File: src/hw/rtl/encoder_speed_ema_hysteresis_macros.svh
// Assertion macros for the encoder speed estimator.
// Used by the top level; no other dependencies.
`ifndef ENCODER_SPEED_EMA_HYSTERESIS_MACROS_SVH
`define ENCODER_SPEED_EMA_HYSTERESIS_MACROS_SVH

// Same-cycle implication, checked out of reset.
`define ESH_ASSERT_IMPLIES(label, clk, rst_n, ante, cons, msg) \
  label: assert property (@(posedge clk) disable iff (!rst_n) (ante) |-> (cons)) \
    else $error(msg);

// Next-cycle implication, checked out of reset.
`define ESH_ASSERT_NEXT(label, clk, rst_n, ante, cons, msg) \
  label: assert property (@(posedge clk) disable iff (!rst_n) (ante) |=> (cons)) \
    else $error(msg);

`endif

File: src/hw/rtl/esh_pkg.sv
// Shared types and constants for the encoder speed estimator.
// No dependencies.
`default_nettype none

package esh_pkg;

  // Default values of the top-level parameters
  localparam int unsigned SPEED_FRAC_BITS_DEF = 12;
  localparam int unsigned SUM_WIDTH_DEF       = 24;

  // Fixed field widths
  localparam int unsigned TICK_W     = 16;
  localparam int unsigned SPEED_W    = 31;
  localparam int unsigned CFG_IDX_W  = 3;
  localparam int unsigned CFG_DATA_W = 20;
  localparam int unsigned ALPHA_W    = 11;
  localparam int unsigned THRESH_W   = 20;
  localparam int unsigned SMOOTH_W   = 32;

  // Fixed-point scaling
  localparam int unsigned RPS_FRAC_BITS   = 20;
  localparam int unsigned ALPHA_FRAC_BITS = 10;

  // Shared multiplier operand widths (signed)
  localparam int unsigned MUL_A_W = 33;
  localparam int unsigned MUL_B_W = 17;
  localparam int unsigned PROD_W  = MUL_A_W + MUL_B_W;

  // Register indexes
  localparam logic [CFG_IDX_W-1:0] REG_WINDOW_TICKS    = 3'd0;
  localparam logic [CFG_IDX_W-1:0] REG_RELEASE_WINDOWS = 3'd1;
  localparam logic [CFG_IDX_W-1:0] REG_RPS_PER_COUNT   = 3'd2;
  localparam logic [CFG_IDX_W-1:0] REG_ALPHA_STARTUP   = 3'd3;
  localparam logic [CFG_IDX_W-1:0] REG_ALPHA_ATTACK    = 3'd4;
  localparam logic [CFG_IDX_W-1:0] REG_ALPHA_RELEASE   = 3'd5;
  localparam logic [CFG_IDX_W-1:0] REG_START_THRESHOLD = 3'd6;
  localparam logic [CFG_IDX_W-1:0] REG_STOP_THRESHOLD  = 3'd7;

  // Register reset values
  localparam logic [7:0]          RST_WINDOW_TICKS    = 8'd5;
  localparam logic [7:0]          RST_RELEASE_WINDOWS = 8'd2;
  localparam logic [15:0]         RST_RPS_PER_COUNT   = 16'd14564;
  localparam logic [ALPHA_W-1:0]  RST_ALPHA_STARTUP   = 11'd1536;
  localparam logic [ALPHA_W-1:0]  RST_ALPHA_ATTACK    = 11'd26;
  localparam logic [ALPHA_W-1:0]  RST_ALPHA_RELEASE   = 11'd1536;
  localparam logic [THRESH_W-1:0] RST_START_THRESHOLD = 20'd2867;
  localparam logic [THRESH_W-1:0] RST_STOP_THRESHOLD  = 20'd1024;

  localparam logic [SPEED_W-1:0] MAG_MAX = {SPEED_W{1'b1}};

  typedef struct packed {
    logic [7:0]          window_ticks;
    logic [7:0]          release_windows;
    logic [15:0]         rps_per_count;
    logic [ALPHA_W-1:0]  alpha_startup;
    logic [ALPHA_W-1:0]  alpha_attack;
    logic [ALPHA_W-1:0]  alpha_release;
    logic [THRESH_W-1:0] start_threshold;
    logic [THRESH_W-1:0] stop_threshold;
  } cfg_t;

  typedef struct packed {
    logic [SPEED_W-1:0] speed_rps;
    logic               is_moving;
    logic [SPEED_W-1:0] instant_rps;
    logic               window_done;
  } res_t;

endpackage

`default_nettype wire

File: src/hw/rtl/esh_if.sv
// Stream channels of the encoder speed estimator: tick input and result output.
// Depends on esh_pkg.
`default_nettype none

interface esh_in_if import esh_pkg::*; ();
  logic                     valid;
  logic                     ready;
  logic signed [TICK_W-1:0] tick_count;

  modport source (output valid, output tick_count, input ready);
  modport sink   (input valid, input tick_count, output ready);
endinterface

interface esh_out_if import esh_pkg::*; ();
  logic               valid;
  logic               ready;
  logic [SPEED_W-1:0] speed_rps;
  logic               is_moving;
  logic [SPEED_W-1:0] instant_rps;
  logic               window_done;

  modport source (output valid, output speed_rps, output is_moving,
                  output instant_rps, output window_done, input ready);
  modport sink   (input valid, input speed_rps, input is_moving,
                  input instant_rps, input window_done, output ready);
endinterface

`default_nettype wire

File: src/hw/rtl/encoder_speed_ema_hysteresis.sv
// Encoder speed estimator: windowed count sum, asymmetric EMA, hysteresis.
// Channels tick_i (sink) and result_o (source), one plain config write port.
// A tick that does not close a window is accepted, then handed off; a tick
// that closes a window first passes through the datapath steps, as the
// single shared multiplier is used twice in sequence (count scaling, then the
// EMA product), each followed by its rounding/saturation step, and then the
// hysteresis decision. tick_i.ready is high only while the sequencer is idle.
// The result goes into an output register, so the sequencer is free again as
// soon as that register can take it; a stalled receiver holds the register,
// and the next finished item waits in the sequencer until the register drains.
// Every accepted tick gives exactly one result item.
// Reset (rst_ni low, asynchronous) restores all registers to their defaults,
// clears the window sum, tick and zero-window counts, the smoothed speed, the
// last instant speed and the moving flag, and empties the output register.
// Configuration is written with cfg_we_i/cfg_idx_i/cfg_wdata_i while idle.
// Depends on esh_pkg, esh_if, esh_core and the assertion macro header.
`default_nettype none
`include "encoder_speed_ema_hysteresis_macros.svh"

module encoder_speed_ema_hysteresis import esh_pkg::*; #(
  parameter int unsigned SPEED_FRAC_BITS = SPEED_FRAC_BITS_DEF,
  parameter int unsigned SUM_WIDTH       = SUM_WIDTH_DEF
) (
  input  logic                  clk_i,
  input  logic                  rst_ni,
  esh_in_if.sink                tick_i,
  esh_out_if.source             result_o,
  input  logic                  cfg_we_i,
  input  logic [CFG_IDX_W-1:0]  cfg_idx_i,
  input  logic [CFG_DATA_W-1:0] cfg_wdata_i
);

  cfg_t cfg_q;
  logic core_res_valid;
  logic core_res_ready;
  res_t core_res;
  logic out_valid_q;
  res_t out_data_q;

  // Config registers; every index of the 3-bit space maps to a register
  always_ff @(posedge clk_i or negedge rst_ni) begin
    if (!rst_ni) begin
      cfg_q.window_ticks    <= RST_WINDOW_TICKS;
      cfg_q.release_windows <= RST_RELEASE_WINDOWS;
      cfg_q.rps_per_count   <= RST_RPS_PER_COUNT;
      cfg_q.alpha_startup   <= RST_ALPHA_STARTUP;
      cfg_q.alpha_attack    <= RST_ALPHA_ATTACK;
      cfg_q.alpha_release   <= RST_ALPHA_RELEASE;
      cfg_q.start_threshold <= RST_START_THRESHOLD;
      cfg_q.stop_threshold  <= RST_STOP_THRESHOLD;
    end else if (cfg_we_i) begin
      unique case (cfg_idx_i)
        REG_WINDOW_TICKS:    cfg_q.window_ticks    <= cfg_wdata_i[7:0];
        REG_RELEASE_WINDOWS: cfg_q.release_windows <= cfg_wdata_i[7:0];
        REG_RPS_PER_COUNT:   cfg_q.rps_per_count   <= cfg_wdata_i[15:0];
        REG_ALPHA_STARTUP:   cfg_q.alpha_startup   <= cfg_wdata_i[ALPHA_W-1:0];
        REG_ALPHA_ATTACK:    cfg_q.alpha_attack    <= cfg_wdata_i[ALPHA_W-1:0];
        REG_ALPHA_RELEASE:   cfg_q.alpha_release   <= cfg_wdata_i[ALPHA_W-1:0];
        REG_START_THRESHOLD: cfg_q.start_threshold <= cfg_wdata_i[THRESH_W-1:0];
        REG_STOP_THRESHOLD:  cfg_q.stop_threshold  <= cfg_wdata_i[THRESH_W-1:0];
      endcase
    end
  end

  esh_core #(
    .SPEED_FRAC_BITS (SPEED_FRAC_BITS),
    .SUM_WIDTH       (SUM_WIDTH)
  ) u_core (
    .clk_i        (clk_i),
    .rst_ni       (rst_ni),
    .cfg_i        (cfg_q),
    .in_valid_i   (tick_i.valid),
    .in_ready_o   (tick_i.ready),
    .tick_count_i (tick_i.tick_count),
    .res_valid_o  (core_res_valid),
    .res_ready_i  (core_res_ready),
    .res_o        (core_res)
  );

  // Output register: loads whenever empty or being drained this cycle
  assign core_res_ready = !out_valid_q || result_o.ready;

  always_ff @(posedge clk_i or negedge rst_ni) begin
    if (!rst_ni) begin
      out_valid_q <= 1'b0;
    end else if (core_res_ready) begin
      out_valid_q <= core_res_valid;
    end
  end

  always_ff @(posedge clk_i) begin
    if (core_res_ready && core_res_valid) begin
      out_data_q <= core_res;
    end
  end

  assign result_o.valid       = out_valid_q;
  assign result_o.speed_rps   = out_data_q.speed_rps;
  assign result_o.is_moving   = out_data_q.is_moving;
  assign result_o.instant_rps = out_data_q.instant_rps;
  assign result_o.window_done = out_data_q.window_done;

  // Sequencer must be busy the cycle after it takes a tick
  `ESH_ASSERT_NEXT(a_busy_after_accept, clk_i, rst_ni, tick_i.valid && tick_i.ready, !tick_i.ready, "tick accepted but sequencer still idle")
  // Stopped state always reports zero smoothed speed
  `ESH_ASSERT_IMPLIES(a_stopped_zero, clk_i, rst_ni, result_o.valid && !result_o.is_moving, result_o.speed_rps == '0, "nonzero speed while stopped")
  // A finished item handed off must appear in the output register
  `ESH_ASSERT_NEXT(a_result_loaded, clk_i, rst_ni, core_res_valid && core_res_ready, result_o.valid, "finished item not loaded into output register")

endmodule

`default_nettype wire

File: src/hw/rtl/esh_mul.sv
// Shared signed multiplier with registered product.
// Depends on esh_pkg.
`default_nettype none

module esh_mul import esh_pkg::*; (
  input  logic                      clk_i,
  input  logic signed [MUL_A_W-1:0] a_i,
  input  logic signed [MUL_B_W-1:0] b_i,
  output logic signed [PROD_W-1:0]  prod_o
);

  logic signed [PROD_W-1:0] prod_q;

  always_ff @(posedge clk_i) begin
    prod_q <= PROD_W'(a_i) * PROD_W'(b_i);
  end

  assign prod_o = prod_q;

endmodule

`default_nettype wire

File: src/hw/rtl/esh_core.sv
// Sequencer and datapath: window sum, speed scaling, EMA and hysteresis.
// Depends on esh_pkg and esh_mul.
`default_nettype none

module esh_core import esh_pkg::*; #(
  parameter int unsigned SPEED_FRAC_BITS = SPEED_FRAC_BITS_DEF,
  parameter int unsigned SUM_WIDTH       = SUM_WIDTH_DEF
) (
  input  logic                     clk_i,
  input  logic                     rst_ni,
  input  cfg_t                     cfg_i,
  input  logic                     in_valid_i,
  output logic                     in_ready_o,
  input  logic signed [TICK_W-1:0] tick_count_i,
  output logic                     res_valid_o,
  input  logic                     res_ready_i,
  output res_t                     res_o
);

  localparam int unsigned SCALE_SH = RPS_FRAC_BITS - SPEED_FRAC_BITS;
  localparam logic [PROD_W-1:0] SCALE_RND = PROD_W'(64'd1 << (SCALE_SH - 1));
  localparam logic signed [SUM_WIDTH-1:0] SUM_MAX = {1'b0, {(SUM_WIDTH-1){1'b1}}};
  localparam logic signed [SUM_WIDTH-1:0] SUM_MIN = {1'b1, {(SUM_WIDTH-1){1'b0}}};
  localparam logic signed [SMOOTH_W-1:0] SM_MAX = {1'b0, {(SMOOTH_W-1){1'b1}}};
  localparam logic signed [SMOOTH_W-1:0] SM_MIN = {1'b1, {(SMOOTH_W-1){1'b0}}};
  localparam logic signed [PROD_W-1:0] EMA_RND = PROD_W'(64'd1 << (ALPHA_FRAC_BITS - 1));

  localparam logic [2:0] ST_IDLE  = 3'd0;
  localparam logic [2:0] ST_SCALE = 3'd1;  // |sum| * rps_per_count
  localparam logic [2:0] ST_MAG   = 3'd2;  // round, weight select, EMA difference
  localparam logic [2:0] ST_EMA   = 3'd3;  // alpha * (x - smoothed)
  localparam logic [2:0] ST_UPD   = 3'd4;  // finish EMA, saturate
  localparam logic [2:0] ST_HYST  = 3'd5;  // moving/stopped decision
  localparam logic [2:0] ST_OUT   = 3'd6;  // hand item to output register

  logic [2:0] state_q, state_d;

  logic signed [SUM_WIDTH-1:0] win_sum_q, win_sum_d;
  logic signed [SUM_WIDTH-1:0] cap_sum_q, cap_sum_d;
  logic [7:0]                  tick_idx_q, tick_idx_d;
  logic [7:0]                  zero_win_q, zero_win_d;
  logic signed [SMOOTH_W-1:0]  smooth_q, smooth_d;
  logic [SPEED_W-1:0]          inst_q, inst_d;
  logic                        moving_q, moving_d;
  logic                        done_q, done_d;
  logic signed [MUL_A_W-1:0]   diff_q, diff_d;
  logic [ALPHA_W-1:0]          alpha_q, alpha_d;

  // Window accumulate
  logic signed [SUM_WIDTH:0]   sum_ext;
  logic signed [SUM_WIDTH-1:0] sum_sat;
  logic                        win_close;

  // Shared multiplier
  logic signed [MUL_A_W-1:0] mul_a;
  logic signed [MUL_B_W-1:0] mul_b;
  logic signed [PROD_W-1:0]  prod;

  logic [SUM_WIDTH-1:0]       sum_abs;
  logic [PROD_W-1:0]          prod_rnd;
  logic [SPEED_W-1:0]         imag;
  logic signed [SMOOTH_W-1:0] x_val;
  logic [7:0]                 zw_next;
  logic signed [PROD_W-1:0]   ema_acc;
  logic signed [PROD_W-1:0]   ema_q10;
  logic [SMOOTH_W-1:0]        sm_mag;

  assign sum_ext   = (SUM_WIDTH+1)'(win_sum_q) + (SUM_WIDTH+1)'(tick_count_i);
  assign win_close = ({1'b0, tick_idx_q} + 9'd1) >= {1'b0, cfg_i.window_ticks};

  always_comb begin
    if (sum_ext[SUM_WIDTH] != sum_ext[SUM_WIDTH-1]) begin
      sum_sat = sum_ext[SUM_WIDTH] ? SUM_MIN : SUM_MAX;
    end else begin
      sum_sat = sum_ext[SUM_WIDTH-1:0];
    end
  end

  assign sum_abs = cap_sum_q[SUM_WIDTH-1] ? (~cap_sum_q + SUM_WIDTH'(1)) : cap_sum_q;

  always_comb begin
    if (state_q == ST_SCALE) begin
      mul_a = $signed(MUL_A_W'(sum_abs));
      mul_b = $signed(MUL_B_W'(cfg_i.rps_per_count));
    end else begin
      mul_a = diff_q;
      mul_b = $signed(MUL_B_W'(alpha_q));
    end
  end

  esh_mul u_mul (
    .clk_i  (clk_i),
    .a_i    (mul_a),
    .b_i    (mul_b),
    .prod_o (prod)
  );

  // Scaled magnitude with round half up, saturated to 31 bits
  assign prod_rnd = ($unsigned(prod) + SCALE_RND) >> SCALE_SH;
  assign imag     = (|prod_rnd[PROD_W-1:SPEED_W]) ? MAG_MAX : prod_rnd[SPEED_W-1:0];
  assign x_val    = cap_sum_q[SUM_WIDTH-1] ? -$signed({1'b0, imag}) : $signed({1'b0, imag});

  always_comb begin
    if (cap_sum_q == '0) begin
      zw_next = (zero_win_q < cfg_i.release_windows) ? zero_win_q + 8'd1 : zero_win_q;
    end else begin
      zw_next = '0;
    end
  end

  // alpha*x + (1-alpha)*s == alpha*(x - s) + s, all in Q.10 before the floor shift
  assign ema_acc = prod + (PROD_W'(smooth_q) <<< ALPHA_FRAC_BITS) + EMA_RND;
  assign ema_q10 = ema_acc >>> ALPHA_FRAC_BITS;

  assign sm_mag = smooth_q[SMOOTH_W-1] ? (~smooth_q + SMOOTH_W'(1)) : smooth_q;

  always_comb begin
    state_d    = state_q;
    win_sum_d  = win_sum_q;
    cap_sum_d  = cap_sum_q;
    tick_idx_d = tick_idx_q;
    zero_win_d = zero_win_q;
    smooth_d   = smooth_q;
    inst_d     = inst_q;
    moving_d   = moving_q;
    done_d     = done_q;
    diff_d     = diff_q;
    alpha_d    = alpha_q;
    unique case (state_q)
      ST_IDLE: begin
        if (in_valid_i) begin
          if (win_close) begin
            cap_sum_d  = sum_sat;
            win_sum_d  = '0;
            tick_idx_d = '0;
            done_d     = 1'b1;
            state_d    = ST_SCALE;
          end else begin
            win_sum_d  = sum_sat;
            tick_idx_d = tick_idx_q + 8'd1;
            done_d     = 1'b0;
            state_d    = ST_OUT;
          end
        end
      end
      ST_SCALE: begin
        state_d = ST_MAG;
      end
      ST_MAG: begin
        inst_d     = imag;
        zero_win_d = zw_next;
        diff_d     = MUL_A_W'(x_val) - MUL_A_W'(smooth_q);
        if (zw_next >= cfg_i.release_windows) begin
          alpha_d = cfg_i.alpha_release;
        end else if (!moving_q) begin
          alpha_d = cfg_i.alpha_startup;
        end else begin
          alpha_d = cfg_i.alpha_attack;
        end
        state_d = ST_EMA;
      end
      ST_EMA: begin
        state_d = ST_UPD;
      end
      ST_UPD: begin
        if (ema_q10[PROD_W-1:SMOOTH_W-1] != {(PROD_W-SMOOTH_W+1){ema_q10[PROD_W-1]}}) begin
          smooth_d = ema_q10[PROD_W-1] ? SM_MIN : SM_MAX;
        end else begin
          smooth_d = ema_q10[SMOOTH_W-1:0];
        end
        state_d = ST_HYST;
      end
      ST_HYST: begin
        if (!moving_q && (sm_mag > SMOOTH_W'(cfg_i.start_threshold))) begin
          moving_d = 1'b1;
        end else if (moving_q && (sm_mag < SMOOTH_W'(cfg_i.stop_threshold))) begin
          moving_d = 1'b0;
        end
        state_d = ST_OUT;
      end
      ST_OUT: begin
        if (res_ready_i) begin
          state_d = ST_IDLE;
        end
      end
      default: begin
        state_d = ST_IDLE;
      end
    endcase
  end

  always_ff @(posedge clk_i or negedge rst_ni) begin
    if (!rst_ni) begin
      state_q    <= ST_IDLE;
      win_sum_q  <= '0;
      tick_idx_q <= '0;
      zero_win_q <= '0;
      smooth_q   <= '0;
      inst_q     <= '0;
      moving_q   <= 1'b0;
      done_q     <= 1'b0;
    end else begin
      state_q    <= state_d;
      win_sum_q  <= win_sum_d;
      tick_idx_q <= tick_idx_d;
      zero_win_q <= zero_win_d;
      smooth_q   <= smooth_d;
      inst_q     <= inst_d;
      moving_q   <= moving_d;
      done_q     <= done_d;
    end
  end

  always_ff @(posedge clk_i) begin
    cap_sum_q <= cap_sum_d;
    diff_q    <= diff_d;
    alpha_q   <= alpha_d;
  end

  assign in_ready_o  = (state_q == ST_IDLE);
  assign res_valid_o = (state_q == ST_OUT);

  always_comb begin
    res_o.is_moving   = moving_q;
    res_o.instant_rps = inst_q;
    res_o.window_done = done_q;
    if (!moving_q) begin
      res_o.speed_rps = '0;
    end else if (sm_mag[SMOOTH_W-1]) begin
      res_o.speed_rps = MAG_MAX;
    end else begin
      res_o.speed_rps = sm_mag[SPEED_W-1:0];
    end
  end

endmodule

`default_nettype wire
File: src/flat_wrapper.sv
// flat-port wrapper written by rule: the top's interface ports become plain ports
module encoder_speed_ema_hysteresis_flat import esh_pkg::*;
#(
  parameter int unsigned SPEED_FRAC_BITS = SPEED_FRAC_BITS_DEF,
  parameter int unsigned SUM_WIDTH       = SUM_WIDTH_DEF
)
  (clk_i, rst_ni, cfg_we_i, cfg_idx_i, cfg_wdata_i, tick_i_valid, tick_i_tick_count, tick_i_ready, result_o_valid, result_o_speed_rps, result_o_is_moving, result_o_instant_rps, result_o_window_done, result_o_ready);
  esh_in_if tick_i_i ();
  esh_out_if result_o_i ();
  input  logic clk_i;
  input  logic rst_ni;
  input  logic cfg_we_i;
  input  logic [CFG_IDX_W-1:0] cfg_idx_i;
  input  logic [CFG_DATA_W-1:0] cfg_wdata_i;
  input wire logic [$bits(tick_i_i.valid)-1:0] tick_i_valid;
  input wire logic [$bits(tick_i_i.tick_count)-1:0] tick_i_tick_count;
  output wire logic [$bits(tick_i_i.ready)-1:0] tick_i_ready;
  output wire logic [$bits(result_o_i.valid)-1:0] result_o_valid;
  output wire logic [$bits(result_o_i.speed_rps)-1:0] result_o_speed_rps;
  output wire logic [$bits(result_o_i.is_moving)-1:0] result_o_is_moving;
  output wire logic [$bits(result_o_i.instant_rps)-1:0] result_o_instant_rps;
  output wire logic [$bits(result_o_i.window_done)-1:0] result_o_window_done;
  input wire logic [$bits(result_o_i.ready)-1:0] result_o_ready;
  assign tick_i_i.valid = tick_i_valid;
  assign tick_i_i.tick_count = tick_i_tick_count;
  assign tick_i_ready = tick_i_i.ready;
  assign result_o_valid = result_o_i.valid;
  assign result_o_speed_rps = result_o_i.speed_rps;
  assign result_o_is_moving = result_o_i.is_moving;
  assign result_o_instant_rps = result_o_i.instant_rps;
  assign result_o_window_done = result_o_i.window_done;
  assign result_o_i.ready = result_o_ready;
  encoder_speed_ema_hysteresis #(.SPEED_FRAC_BITS(SPEED_FRAC_BITS), .SUM_WIDTH(SUM_WIDTH)) u_core (.clk_i(clk_i), .rst_ni(rst_ni), .tick_i(tick_i_i), .result_o(result_o_i), .cfg_we_i(cfg_we_i), .cfg_idx_i(cfg_idx_i), .cfg_wdata_i(cfg_wdata_i));
endmodule
File: config.mk
export PLATFORM = sky130hd
export DESIGN_NAME = encoder_speed_ema_hysteresis_flat
export DESIGN_NICKNAME = d
export VERILOG_FILES = /design/src/hw/rtl/esh_pkg.sv /design/src/hw/rtl/esh_if.sv /design/src/hw/rtl/encoder_speed_ema_hysteresis.sv /design/src/hw/rtl/esh_mul.sv /design/src/hw/rtl/esh_core.sv /design/src/flat_wrapper.sv
export VERILOG_INCLUDE_DIRS = /design/src /design/src/hw/rtl
export SDC_FILE = /design/constraint.sdc
export NUM_CORES = 2
export LEC_CHECK = 0
export ABC_AREA = 0
export CORE_AREA = 4 4 310 236
export CTS_CLUSTER_SIZE = 16
export DETAILED_ROUTE_END_ITERATION = 7
export DIE_AREA = 0 0 314 240
export DONT_BUFFER_PORTS = 1
export PLACE_DENSITY = 0.77
export SLEW_MARGIN = 15
export SYNTH_ARGS = -nofsm -noshare
export SYNTH_HDL_FRONTEND = slang
export SYNTH_SLANG_ARGS = --single-unit
export TNS_END_PERCENT = 1
File: constraint.sdc
create_clock -name clk_i -period 25.8 [get_ports clk_i]
set_clock_uncertainty 0.2 [all_clocks]
set_input_delay 2.58 -clock clk_i [delete_from_list [all_inputs] [get_ports clk_i]]
set_output_delay 2.58 -clock clk_i [all_outputs]
set_load 0.1 [all_outputs]
==> results by group <==
Status
  • Status: finished, violations left
  • Failing checks: DRC

Drt
  • Routed length per instance: 22.14 um
  • WL met1: 52,830 um
  • Total wire length: 121,200 um
  • Top sig layer: met5
  • Vias after detailed routing: 32,600
  • Detailed Routing Iterations Pass 1: 8
  • Post-route ant nets: 0
  • WL met2: 49,280 um
  • Detail Route met3 WL: 14,980 um
  • DRC: 4
  • Vias per cell: 5.953
  • Initial drt markers: 3,359

Hold path
  • Min-delay src: u_core.u_core.inst_q[3]
  • HP Class: reg2reg
  • Endpoint, Worst Hold: u_core.result_o.instant_rps[3]
  • Worst hold stages: 0

Floorplanning
  • Die width: 314 um
  • Initial core utilization: 0.5969
  • CORE AREA: 0.06979 mm2
  • # rows: 84
  • Die span in y: 240 um
  • I/O Pins: 110
  • Total die area: 0.07536 mm2

Setup path
  • Crit Reg-Reg Endpoint: u_core.u_core.u_mul.prod_o[49]
  • Critical path's top delay family: adder cells
  • Critical Path AT: 9.92 ns
  • Cell mode on critical path: fa_1
  • Buf/Inv on CP: 4
  • CP Class: reg2reg
  • R2R Setup Slk: 16.17 ns
  • Max FO, Critical Path: 8
  • Worst path max stage delay: 0.60 ns
  • Worst setup EP type: flop
  • R2R depth: 32
  • Reg-to-reg startpoint: u_core.u_core.cap_sum_q[0]
  • Startpoint types: flop
  • Slowest CP cell: fa_1
  • Worst path depth: 32
  • Worst EP required: 26.09 ns

GRT
  • Initial antenna violation count: 10
  • Pin count of the biggest net entering global routing: 215
  • Overflow after GRT: 0
  • First-pass GRT wire length: 190,700 um
  • All-Layer GR Usage: 0.3295
  • Vias in the first global route: 32,310

Synth
  • Synth Register Bits: 389
  • Cell Area, Synth: 0.04165 mm2
  • Distinct cell type count after synthesis: 87
  • Avg Cell Area, Syn: 9.224 um2
  • Post-Syn Instances: 4,516
  • Primary FF master, synth: dfrtp_1
  • Top post-synthesis cells by area: fa_1, dfrtp_1, edfxtp_1, ha_1, inv_1
  • Sequential share of the synthesized area: 0.2451
  • Yosys top cell area share: 0.2422
  • Yosys warns: 0
  • Synth async-reset ratio: 0.5501
  • Post-synth top area cell: fa_1
  • Number of flops mapped to enable cells by yosys: 132

Cells and area
  • Fraction of layout instances using a drive strength above 1: 0.06095
  • Most frequent cells in the layout: inv_1, nand2_1, fa_1
  • Post-layout nets: 5,322
  • Syn-to-layout area delta: 6.299%
  • Most common cell after layout, fill and taps aside: inv_1

Placement
  • DP HPWL: 97,100 um
  • Port bufs: 0
  • Gpl congestion: 1.024

Clock tree
  • Clock transition at the registers of the reported paths: 0.07 ns
  • # H-tree levels: 2
  • Clock Root Buffer: clkbuf_16
  • Clock sinks: 389
  • Postcts setup bufs: 0
  • Clk Latency, worst-skew pair: 0.60 ns
  • CTS resizes: 0
  • CTS tree: done
  • # hold bufs at CTS: 0
  • Max Root-Sink Buffers: 3
  • CTS Buf Count: 42

STA
  • RSZ-0062 raised after global routing: false
  • # setup viols final: 0
  • Post-route setup TNS: 0 ns
  • Max Freq: 103.8 MHz
  • Crit share post-route: 0.3732
  • Slew @ Worst Pin: 1.237 ns
  • Hold Fails Final Rpt: 0
  • Crit path time final: 9.630 ns
  • Fin. max-slew vios: 0
  • Relative slew slack: 0.1732

Run
  • Max-cap viol count: 0
==> flip-flops by register name, summed over array words and instances, names as in the netlist <==
| signal | count |
|---|---|
| u_core.u_core.zero_win_q | 8 |
| u_core.result_o.valid | 1 |
| u_core.result_o.is_moving | 1 |
| u_core.u_core.diff_q | 33 |
| u_core.u_core.smooth_q | 32 |
| u_core.result_o.speed_rps | 31 |
| u_core.u_core.u_mul.prod_o | 43 |
| u_core.u_core.inst_q | 31 |
| u_core.u_core.done_q | 1 |
| u_core.u_core.tick_idx_q | 8 |
| u_core.u_core.win_sum_q | 24 |
| u_core.result_o.window_done | 1 |
| u_core.result_o.instant_rps | 31 |
| u_core.cfg_q | 105 |
| u_core.u_core.state_q | 3 |
| u_core.u_core.alpha_q | 11 |
| u_core.u_core.moving_q | 1 |
| u_core.u_core.cap_sum_q | 24 |
==> area by class of cell <==
type / instances / area, um2
diodes: 3 / 7.507
fillers: 5739 / 25510
flip-flops and latches: 389 / 10210
inverters: 763 / 2865
well taps: 946 / 1184
multi-input cells: 3256 / 28200
clock inverters: 26 / 356.6
repair buffers: 42 / 335.3
clock buffers: 52 / 1119
==> worst register-to-register path: cells and delay by family (launching register included) <==
family / cells / cell delay (ns)
xor+xnor: 2 / 0.35
buf+inv: 4 / 0.32
compound gates: 11 / 2.81
simple gates: 7 / 1.70
fa+ha+maj: 8 / 3.74
flops: 1 / 0.42
==> layer usage <==
metal / track usage / up-vias
met2: 0.4660 / 1652
met5: 0 / -
met4: 0.09461 / 4
li1: - / 14630
met1: 0.4867 / 16090
met3: 0.1072 / 233
==> how the worst max path moves through the flow <==
stage	start	end	slack, ns
final	u_core.u_core.cap_sum_q[0]	u_core.u_core.u_mul.prod_o[49]	16.17
after global routing	u_core.u_core.cap_sum_q[0]	u_core.u_core.u_mul.prod_o[49]	15.54
after CTS	u_core.u_core.cap_sum_q[0]	u_core.u_core.u_mul.prod_o[49]	16.20
after detailed placement	u_core.u_core.cap_sum_q[0]	u_core.u_core.u_mul.prod_o[49]	16.25
after global placement	u_core.u_core.cap_sum_q[0]	u_core.u_core.u_mul.prod_o[49]	16.42
after floorplan	u_core.u_core.cap_sum_q[0]	u_core.u_core.u_mul.prod_o[49]	17.09
==> synthesized netlist by cell type, types with 47 or more instances <==
master	n
a21oi_1	233
inv_1	762
nand2b_1	53
a21o_1	110
nor2_1	305
xor2_1	98
clkbuf_1	128
dfrtp_1	189
nand3_1	66
xnor2_1	145
mux2_2	100
nand2_1	530
o21ai_0	169
fa_1	504
nor3_1	51
ha_1	280
and2_1	63
and3_1	47
edfxtp_1	132
==> cells by family (layout without fill, tap and decap cells) <==
| group | after synthesis | count (layout) | share of synthesized area |
|---|---|---|---|
| other | 2 | 54 | 0.0001803 |
| and+or+nand+nor | 1282 | 1282 | 0.1421 |
| buffers and inverters | 920 | 883 | 0.08402 |
| muxes | 119 | 119 | 0.03160 |
| adders and majority gates | 795 | 795 | 0.3290 |
| DFF | 389 | 389 | 0.2451 |
| xor gates and xnor gates | 243 | 243 | 0.05109 |
| AOI/OAI and AO/OA | 766 | 766 | 0.1169 |
==> per-stage QoR <==
step           cell area [um2]  utilization  hold WS, ns  instances  setup WS, ns
6_report                 44280       0.6345       0.2443       5477         16.17
5_1_grt                  44270       0.6344       0.2592       5474         15.54
4_1_cts                  44270       0.6344       0.2466       5474         16.20
3_5_place_dp             42790       0.6132       0.2333       5396         16.25
3_3_place_gp             42790       0.6132       0.2259       5396         16.42
2_1_floorplan            41840            -       0.2194       4565         17.09
Power is not shown: default switching activity piles up to over one toggle a cycle in this logic, so the estimate is an artifact.
